===== config.mk =====
export PLATFORM = sky130hd
export DESIGN_NAME = bts_coord
export DESIGN_NICKNAME = d
export VERILOG_FILES = /design/src/hw/rtl/bts_pkg.sv /design/src/hw/rtl/bts_coord.sv
export SDC_FILE = /design/constraint.sdc
export NUM_CORES = 1
export LEC_CHECK = 0
export BUFFER_PORTS_ARGS = -buffer_cell sky130_fd_sc_hd__buf_2
export CAP_MARGIN = 0
export CORE_MARGIN = 8
export CORE_UTILIZATION = 46
export CTS_BUF_LIST = sky130_fd_sc_hd__clkbuf_8 sky130_fd_sc_hd__clkbuf_16
export DETAILED_ROUTE_END_ITERATION = 8
export GPL_ROUTABILITY_DRIVEN = 0
export HOLD_SLACK_MARGIN = 0.06
export PLACE_DENSITY = 0.78
export RECOVER_POWER = 25
export SETUP_SLACK_MARGIN = 0.02
export SYNTH_ARGS = -nofsm -noshare
export SYNTH_HDL_FRONTEND = slang
export SYNTH_SLANG_ARGS = --single-unit

===== constraint.sdc =====
create_clock -name clk -period 5.8 [get_ports clk]
set_input_delay 0.29 -clock clk [delete_from_list [all_inputs] [get_ports clk]]
set_output_delay 0.29 -clock clk [all_outputs]
set_load 0.03 [all_outputs]

===== src/hw/rtl/bts_pkg.sv =====
// Shared constants and types for the bilinear texture sampler.
// Used by the top level, bts_coord and bts_blend; no dependencies.
`timescale 1ns / 1ps

package bts_pkg;

	localparam int TEXEL_W  = 24;
	localparam int CHAN_W   = 8;
	localparam int CHANNELS = 3;
	localparam int CFG_W    = 9;
	localparam int COORD_W  = 20;
	localparam int PIX_W    = 8;

	// configuration register indexes
	localparam logic REG_WIDTH  = 1'b0;
	localparam logic REG_HEIGHT = 1'b1;

	localparam logic [CFG_W-1:0] SIZE_RESET = 9'd256;

	// item kinds
	localparam logic OP_WRITE  = 1'b0;
	localparam logic OP_SAMPLE = 1'b1;

	// what an item does once it reaches the store
	typedef struct packed {
		logic sample;
		logic write;
	} stage_ctl_t;

endpackage


===== src/hw/rtl/bts_coord.sv =====
// Coordinate stage: scales (u,v) by the texture size, splits integer and
// fraction, and forms the four neighbor addresses. Depends on bts_pkg.
`timescale 1ns / 1ps

module bts_coord #(
	parameter int MAX_WIDTH  = 256,
	parameter int MAX_HEIGHT = 256,
	parameter int FRAC_BITS  = 16,
	localparam int XW = $clog2(MAX_WIDTH),
	localparam int YW = $clog2(MAX_HEIGHT),
	localparam int AW = XW + YW
) (
	input  logic                            clk,
	input  logic                            arst_n,
	input  logic                            en,
	input  logic                            valid_s1,
	input  logic                            op_s1,
	input  logic [7:0]                      tx_s1,
	input  logic [7:0]                      ty_s1,
	input  logic [bts_pkg::TEXEL_W-1:0]     bgr_s1,
	input  logic [bts_pkg::COORD_W-1:0]     cu_s1,
	input  logic [bts_pkg::COORD_W-1:0]     cv_s1,
	input  logic [bts_pkg::CFG_W-1:0]       width_q,
	input  logic [bts_pkg::CFG_W-1:0]       height_q,
	output bts_pkg::stage_ctl_t             ctl,
	output logic [AW-1:0]                   waddr,
	output logic [bts_pkg::TEXEL_W-1:0]     wdata,
	output logic [AW-1:0]                   raddr00,
	output logic [AW-1:0]                   raddr10,
	output logic [AW-1:0]                   raddr01,
	output logic [AW-1:0]                   raddr11,
	output logic [FRAC_BITS-1:0]            fx,
	output logic [FRAC_BITS-1:0]            fy
);

	localparam int WW = $clog2(MAX_WIDTH + 1);
	localparam int HW = $clog2(MAX_HEIGHT + 1);
	localparam int PX = FRAC_BITS + WW;
	localparam int PY = FRAC_BITS + HW;

	logic [WW-1:0]        w;
	logic [HW-1:0]        h;
	logic [FRAC_BITS-1:0] fu, fv;
	logic                 in_range;

	bts_pkg::stage_ctl_t        ctl_s2;
	logic [PX-1:0]              xp_s2;
	logic [PY-1:0]              yp_s2;
	logic [AW-1:0]              waddr_s2;
	logic [bts_pkg::TEXEL_W-1:0] wdata_s2;

	logic [XW-1:0] x1, x2;
	logic [YW-1:0] y1, y2;

	// size in use, with zero taken as one and oversize taken as the maximum
	always_comb begin
		if (width_q == '0) begin
			w = WW'(1);
		end else if (32'(width_q) > 32'(MAX_WIDTH)) begin
			w = WW'(MAX_WIDTH);
		end else begin
			w = WW'(width_q);
		end
		if (height_q == '0) begin
			h = HW'(1);
		end else if (32'(height_q) > 32'(MAX_HEIGHT)) begin
			h = HW'(MAX_HEIGHT);
		end else begin
			h = HW'(height_q);
		end
	end

	// (u*w) mod (w<<F) equals (u mod 1.0)*w, so only the fraction is scaled
	assign fu = FRAC_BITS'($signed(cu_s1));
	assign fv = FRAC_BITS'($signed(cv_s1));
	assign in_range = (32'(tx_s1) < 32'(MAX_WIDTH)) && (32'(ty_s1) < 32'(MAX_HEIGHT));

	always_ff @(posedge clk or negedge arst_n) begin
		if (!arst_n) begin
			ctl_s2 <= '0;
		end else if (en) begin
			ctl_s2.sample <= valid_s1 && (op_s1 == bts_pkg::OP_SAMPLE);
			ctl_s2.write  <= valid_s1 && (op_s1 == bts_pkg::OP_WRITE) && in_range;
		end
	end

	always_ff @(posedge clk) begin
		if (en) begin
			xp_s2    <= PX'(fu) * PX'(w);
			yp_s2    <= PY'(fv) * PY'(h);
			waddr_s2 <= {YW'(ty_s1), XW'(tx_s1)};
			wdata_s2 <= bgr_s1;
		end
	end

	// neighbors: horizontal wraps to column 0, vertical clamps at last row
	assign x1 = xp_s2[FRAC_BITS +: XW];
	assign y1 = yp_s2[FRAC_BITS +: YW];
	assign x2 = (32'(x1) + 32'd1 == 32'(w)) ? '0 : x1 + 1'b1;
	assign y2 = (32'(y1) + 32'd1 == 32'(h)) ? y1 : y1 + 1'b1;

	assign ctl     = ctl_s2;
	assign waddr   = waddr_s2;
	assign wdata   = wdata_s2;
	assign raddr00 = {y1, x1};
	assign raddr10 = {y1, x2};
	assign raddr01 = {y2, x1};
	assign raddr11 = {y2, x2};
	assign fx      = xp_s2[FRAC_BITS-1:0];
	assign fy      = yp_s2[FRAC_BITS-1:0];

endmodule


* Word-level counts from Yosys, hierarchy flattened
Index checks and enable logic that the tools add are counted.
Operators by class: reduce and logical (&&, ||, !) cells 4, mux-type cells 6, order comparisons 2, add/sub/neg operators 4, bitwise operators 1, multipliers 2, div/mod/pow operators 0, shifts and indexed selects 0, eq/ne operators 2
Operators with widths (count):
- 16-bit by 9-bit multiplier with 24-bit output | 2
- 9-bit two-way mux | 4
- 8-bit by 1-bit adder with 9-bit output, second input constant | 2
- 9-bit == test | 2
- 9-bit greater-than comparator, second input constant | 2
- 9-bit logical NOT | 2
- 8-bit by 1-bit adder with 8-bit output, second input constant | 2
- 8-bit two-way mux | 2
- 1-bit logical AND | 2
- 1-bit inverter | 1
Word-level totals: input bits 103, RAM bits 0, output and inout bits 138, logic and storage cells 27, ROM bits 0, memories kept 0, register bits 90, latch bits 0

* Longest topological paths before layout
Gate-level depths: netlist of the first run.
depth in word-level cells 5, mapped depth 20, mapped depth without buffers 19

* Least setup slack after synthesis of the first run
OpenSTA, ideal clock, no wires.
path type input -> register, from input port height_q[8] (netlist name), to register yp_s2[21] (data pin), slack 446 ps, arrival 5225 ps, required time 5670 ps, library setup time 130 ps, stages 19, path buffers 2, cells stage by stage buf_4 -> or4_4 -> o22ai_4 -> clkbuf_1 -> nand2_1 -> fa_1 -> inv_1 -> fa_1 -> fa_1 -> inv_1 -> fa_1 -> inv_1 -> ha_1 -> and3_1 -> nand2_1 -> o31ai_1 -> mux2_2 -> a311oi_1 -> o21a_1
Between the ends: word-level cells in the longest chain between the ends 4, elaborated cells on any way between the ends 5, classes of those cells mul (1); order compare (1); mux (2); reduce/logical (1)
Ends and longest elaborated chain:
- start: declaration | line bts_coord.sv:24 | input logic [bts_pkg::CFG_W-1:0] height_q,
- 9-bit greater-than comparator | line bts_coord.sv:66 | end else if (32'(height_q) > 32'(MAX_HEIGHT)) begin
- 9-bit two-way mux | line bts_coord.sv:66
- 9-bit two-way mux * | line bts_coord.sv:64 | if (height_q == '0) begin
- 16-bit by 9-bit multiplier with 24-bit output * | line bts_coord.sv:90 | yp_s2 <= PY'(fv) * PY'(h);
- end signal: assignment | line bts_coord.sv:90
- end: declaration | line bts_coord.sv:48 | logic [PY-1:0] yp_s2;
Every way passes the cells marked *; elsewhere a longest branch is shown, timed or not. A chain may end at the register's enable or synchronous reset.

* Final worst setup path of the first run
from input port height_q[5] (netlist name), to register yp_s2[21] (data pin)
The elaborated chain is that of the path after synthesis.

==> results.txt, run 1 <==
Clock sinks: 90
Cell taking the most area after synthesis: fa_1
Total gr overflow: 0
I/O pins: 241
Initial antenna violation count: 0
Relative slew slack: 0.210
Final ANT Viol Nets: 0
Post-synth EDFFs: 88
CTS tree: done
Sequential share of the synthesized area: 0.208
Clk_skew: 0 ns
Die area: 33700 µm²
Avg Cell Area, Syn: 9.44 µm²
Total number of vias: 10100
Mapped Nets: 1757
Min Tclk post-route: 5.20 ns
Worst hold path class: input port to flop
Most area-consuming cells after synthesis: fa_1 30%, edfxtp_1 20%, ha_1 8.5%
RSZ-0062 raised after global routing: false
IO Port Bufs: 232
Initial DRC count: 464
Largest net degree at the start of global routing: 72
Synth Register Bits: 90
Die Y: 184 µm
Initial Util: 0.467
Std cell rows: 61
Post-synth top flop: edfxtp_1
Synth Warn #: 0
Final non-filler cell total: 1951
Pwr Density: 354 nW/µm²
Critical Path End Type: flop
Placed inst area: 14400 µm²
Vias in the first global route: 10800
Critical Path AT: 5.41 ns
Nets@finish: 1955
First-pass GRT wire length: 52400 µm
CP Class: input port to flop
Area Growth Syn to Fin: 13.8%
Peak VDD IR: 608 µV
Post-synthesis cell type count: 64
CTS H-Tree Depth: 3
TritonCTS buffer count: 9
DR WL/cell: 16.3 µm
Cells after DPL: 1934
Fin. Hold Viols: 0
Vias per cell: 5.17
Mapped cell area: 12900 µm²
Clock Latency Late Sink: 0.34 ns
Status: finished clean
Fmax: 192 MHz
Synth async-reset ratio: 0.0222
Synth top area share: 0.303
Routed WL: 31800 µm
Final setup fails: 0
First drt pass iteration count: 5
Critical Path Start Type: input port
Synthesized instance count: 1370
Most frequent cells in the layout: 276 x inv_1, 212 x buf_2, 196 x fa_1
Final period utilization: 0.896
Setup_tns: 0 ns
Clock Root Buffer: clkbuf_16
CORE AREA: 27700 µm²
Clk pin slew, worst setup/hold paths: 0.07 ns
Die W: 184 µm
Slew @ Worst Pin: 1.18 ns
Number of remaining DRC errors: 0
Commonest non-fill, non-tap cell in the layout: inv_1
Design Area, Final: 14700 µm²
Final HPWL DP: 26300 µm
Max cap viols: 0
Final Max Slew Viols: 0
Leak: 7.49 nW
Longest Clk Path Bufs: 2
Diodes inserted: 0
Ratio of cells with drive above 1 in the final layout: 0.175
GRT Total Usage: 0.191
Setup repair bufs after CTS: 0
Crit Path Max Fanout: 8
Req. time, crit path: 6.02 ns
==> path summary, 6_finish.rpt <==
check                                   start                  end  slack (ns)  cells after the start
max reg2reg                ctl[1]$_DFFE_PN0P_   ctl[1]$_DFFE_PN0P_        5.15                      2
max in group asynchronous              arst_n   ctl[1]$_DFFE_PN0P_        5.42                      2
min                                bgr_s1[12]  wdata[12]$_DFFE_PP_        0.12                      1
min in group asynchronous              arst_n   ctl[0]$_DFFE_PN0P_        0.26                      2
min reg2reg                ctl[0]$_DFFE_PN0P_   ctl[0]$_DFFE_PN0P_        0.52                      2
max                               height_q[5]  yp_s2[21]$_DFFE_PP_        0.60                     18
==> per-stage QoR <==
step                hold slack [ns]  power, mW  utilization  setup WS, ns
floorplan                  -0.00559       3.72            -         0.446
CTS                           0.105       5.26        0.532         0.621
global route                  0.101       5.65        0.531         0.366
global placement             0.0744       4.50        0.520         0.313
detailed placement           0.0752       4.57        0.520         0.244
finish                        0.120       5.21        0.531         0.605
==> sequential cells by signal (all words and copies together), names as in the netlist <==
register  flops
ctl           2
xp_s2        24
wdata        24
yp_s2        24
waddr        16
==> synth_stat cells, drive strengths merged (2+ instances only) <==
| master | count |
|---|---|
| a2111oi | 3 |
| a211oi | 5 |
| a21o | 14 |
| a21oi | 36 |
| a221oi | 2 |
| a2bb2oi | 3 |
| a311oi | 2 |
| a31oi | 8 |
| a32o | 2 |
| a41oi | 2 |
| and2 | 140 |
| and3 | 8 |
| and4 | 3 |
| buf | 52 |
| clkbuf | 30 |
| dfrtp | 2 |
| edfxtp | 88 |
| fa | 196 |
| ha | 88 |
| inv | 275 |
| mux2 | 2 |
| mux2i | 3 |
| nand2 | 180 |
| nand2b | 4 |
| nand3 | 17 |
| nand3b | 4 |
| nand4 | 6 |
| nor2 | 37 |
| nor2b | 17 |
| nor3 | 13 |
| o211ai | 6 |
| o21a | 4 |
| o21ai | 25 |
| o221ai | 2 |
| o311ai | 2 |
| o31ai | 4 |
| or3 | 3 |
| or4 | 2 |
| xnor2 | 41 |
| xor2 | 23 |
==> per-layer routing <==
layer	track usage	vias to the layer above	routed length, µm	share of wire
li1	-	4638	-	-
met1	0.243	5017	13300	0.42
met2	0.332	389	15500	0.49
met3	0.0318	51	2270	0.071
met4	0.0532	0	707	0.022
met5	0	-	0	0
==> final cells by class <==
class | instances | area (µm²)
sequential | 90 | 2690
clock inverter | 7 | 101
timing repair buffer | 269 | 1420
fill | 2519 | 13000
inverter | 275 | 1030
clock buffer | 9 | 225
tap | 378 | 473
multi-input combinational | 923 | 8780
==> kinds of logic (layout without fill, tap and decap cells) <==
group / Yosys count / count (layout) / synth area share
XOR/XNOR: 65 / 65 / 0.0451
flip-flops: 90 / 90 / 0.208
adder cells (fa/ha/maj): 284 / 284 / 0.388
multiplexers: 5 / 5 / 0.00435
AND/OR/NAND/NOR: 438 / 438 / 0.170
buffers and inverters: 357 / 560 / 0.113
AO/OA/AOI/OAI: 131 / 131 / 0.0710
==> critical path, stage by stage <==
cell and delay (ns):
buf_2 0.16, or4_4 0.53, o22ai_4 0.27, buf_4 0.21
nand2_1 0.08, fa_1 0.53, inv_1 0.05, fa_1 0.48
fa_1 0.54, inv_1 0.05, fa_1 0.47, inv_1 0.04
ha_1 0.37, nand3_1 0.18, o31ai_1 0.38, mux2_2 0.38
a311oi_1 0.25, o21a_1 0.15
==> where the power goes <==
part / internal (mW) / switching, mW
registers: 0.964 / 0.167
clock network: 0.383 / 0.265
logic: 1.21 / 2.22
==> timing repair <==
action / in CTS / in global routing
hold buffers: 1 / 0
resized for setup: 0 / 0
hold endpoints to repair: 2 / 0
No activity file was read; power rests on OpenSTA's default activity.
==> run 2, diff against run 1 <==
- PLACE_DENSITY: 0.78 -> 0.74
==> run 2 against run 1 <==
Net effect: power is 0.46% lower; core utilization shrank 0.063 points; sequential share of layout area about the same; wire length rose by 1.5%; critical path type unchanged; critical endpoint is now yp_s2[23]$_DFFE_PP_.
==> results.txt, run 2 (synthesized netlist as in run 1, its figures left out) <==
Area Growth Syn to Fin: 13.6%
Peak VDD IR: 467 µV (-23%)
Req. time, crit path: 5.89 ns (-0.13 ns)
Worst r2r dst: ctl[1]$_DFFE_PN0P_
Vias per cell: 5.19 (+0.29%)
Min Tclk post-route: 5.21 ns (+0.0171 ns)
Critical Path End Type: flop
GRT Total Usage: 0.192 (+0.00134)
I/O pins: 241 (unchanged)
First drt pass iteration count: 5 (unchanged)
Longest Clk Path Bufs: 2 (unchanged)
CTS tree: done
Final HPWL DP: 26700 µm (+1.5%)
IO Port Bufs: 232 (unchanged)
Total number of vias: 10100 (+0.50%)
DR WL/cell: 16.5 µm (+1.3%)
Initial antenna violation count: 0 (unchanged)
Die area: 33700 µm² (unchanged)
CORE AREA: 27700 µm² (unchanged)
Std cell rows: 61 (unchanged)
CP Class: input port to flop
Number of remaining DRC errors: 0 (unchanged)
Nets@finish: 1959 (+0.20%)
Fmax: 192 MHz (-0.33%)
Most frequent cells in the layout: 276 x inv_1, 206 x buf_2, 196 x fa_1
Worst hold path class: input port to flop
Clock sinks: 90 (unchanged)
Clock Latency Late Sink: 0.34 ns (about the same)
Final period utilization: 0.899 (+0.00295)
Pwr Density: 353 nW/µm² (-0.34%)
Reg2Reg Depth: 2 (unchanged)
Initial Util: 0.467 (unchanged)
Critical Path Start Type: input port
Diodes inserted: 0 (unchanged)
Initial DRC count: 515 (+11%)
Crit Path Max Fanout: 5 (-3)
Final ANT Viol Nets: 0 (unchanged)
Slew @ Worst Pin: 1.03 ns (-0.150 ns)
Worst setup endpoint: yp_s2[23]$_DFFE_PP_
Fillers: 2513 (-0.24%)
Clock Root Buffer: clkbuf_16
Routed WL: 32300 µm (+1.5%)
Critical Path AT: 5.30 ns (-0.11 ns)
Reg2reg setup slack: 5.14 ns (about the same)
Post-CTS sizing: 0 (unchanged)
Final setup fails: 0 (unchanged)
Vias in the first global route: 10800 (+0.45%)
Fin. Hold Viols: 0 (unchanged)
Setup_tns: 0 ns (unchanged)
RSZ-0062 raised after global routing: false
Clk pin slew, worst setup/hold paths: 0.07 ns (about the same)
Cells after DPL: 1938 (+0.21%)
Status: finished clean
Relative slew slack: 0.310 (+0.0999)
Largest net degree at the start of global routing: 75 (+4.2%)
Setup repair bufs after CTS: 0 (unchanged)
Clk_skew: 0 ns (unchanged)
CTS H-Tree Depth: 3 (unchanged)
TritonCTS buffer count: 9 (unchanged)
First-pass GRT wire length: 52600 µm (+0.41%)
Worst r2r src: ctl[1]$_DFFE_PN0P_
Commonest non-fill, non-tap cell in the layout: inv_1
Final core occ: 0.531 (-0.000632)
Total gr overflow: 0 (unchanged)
Die W: 184 µm (unchanged)
Die Y: 184 µm (unchanged)
CP startpoint: height_q[5]
Leak: 7.47 nW (-0.19%)
Ratio of cells with drive above 1 in the final layout: 0.173 (-0.00171)
Final Max Slew Viols: 0 (unchanged)
Final non-filler cell total: 1955 (+0.21%)
Max cap viols: 0 (unchanged)
-- run 2: cell count changes in the layout (fill, tap and decap cells not counted) --
| cell | change |
|---|---|
| buf_2 | -6 |
| buf_4 | +4 |
| bufinv_16 | -2 |
| clkbuf_1 | +6 |
| inv_6 | +1 |
| inv_8 | +1 |
-- run 2: layer usage --
metal | wire length [µm] | global-route usage | share of wire | vias up
met2 | 15600 | 0.334 | 0.48 | 418
li1 | - | - | - | 4638
met1 | 13400 | 0.243 | 0.42 | 5033
met5 | 0 | 0 | 0 | -
met4 | 950 | 0.0626 | 0.029 | 0
met3 | 2280 | 0.0294 | 0.071 | 56
-- run 2: worst min-delay path by stage --
stage	slack (ns)	endpoint	from	cells past startpoint
after detailed placement	0.08	ctl[0]$_DFFE_PN0P_	arst_n	1
after global routing	0.10	wdata[0]$_DFFE_PP_	bgr_s1[0]	1
after CTS	0.10	wdata[0]$_DFFE_PP_	bgr_s1[0]	1
final	0.12	wdata[23]$_DFFE_PP_	bgr_s1[23]	1
after floorplan	-0.006	ctl[0]$_DFFE_PN0P_	arst_n	0
after global placement	0.08	ctl[0]$_DFFE_PN0P_	arst_n	1
-- run 2: worst max-delay path: stages --
cell      delay [ns]
buf_2           0.14
or4_4           0.53
o22ai_4         0.21
nand2_1         0.12
fa_1            0.56
inv_1           0.06
fa_1            0.48
fa_1            0.55
inv_1           0.06
fa_1            0.53
inv_1           0.04
ha_1            0.32
a211o_1         0.32
o311a_1         0.39
nor3_1          0.43
nor3_1          0.11
nand3b_1        0.17
-- run 2: cell type report --
| class | count | area [µm²] | area share |
|---|---|---|---|
| timing repair buffer | 273 | 1440 | 0.0979 |
| clock inverter | 7 | 61.3 | 0.00417 |
| sequential | 90 | 2690 | 0.183 |
| inverter | 275 | 1030 | 0.0702 |
| clock buffer | 9 | 225 | 0.0153 |
| tap | 378 | 473 | 0.0322 |
| multi-input combinational | 923 | 8780 | 0.597 |
-- run 2: what timing repair did --
action                                 in CTS  in global routing
setup endpoints to repair                   0                  0
endpoints found under the hold margin       2                  0
hold buffers                                1                  0
-- run 2: per-stage QoR --
step                      power [mW]  area, µm²  setup slack [ns]  hold WS (ns)
after floorplan                 3.72      12900             0.446      -0.00559
after global placement          4.57      14400             0.335        0.0771
after detailed placement        4.64      14400             0.213        0.0805
after CTS                       5.24      14700             0.580         0.105
after global routing            5.61      14700             0.378         0.102
final                           5.18      14700             0.588         0.123
-- run 2: where the power goes --
group | switching (mW) | total, mW | internal, mW
combinational | 2.24 | 3.49 | 1.25
sequential | 0.162 | 1.13 | 0.964
clock | 0.268 | 0.569 | 0.301
total | 2.67 | 5.18 | 2.51
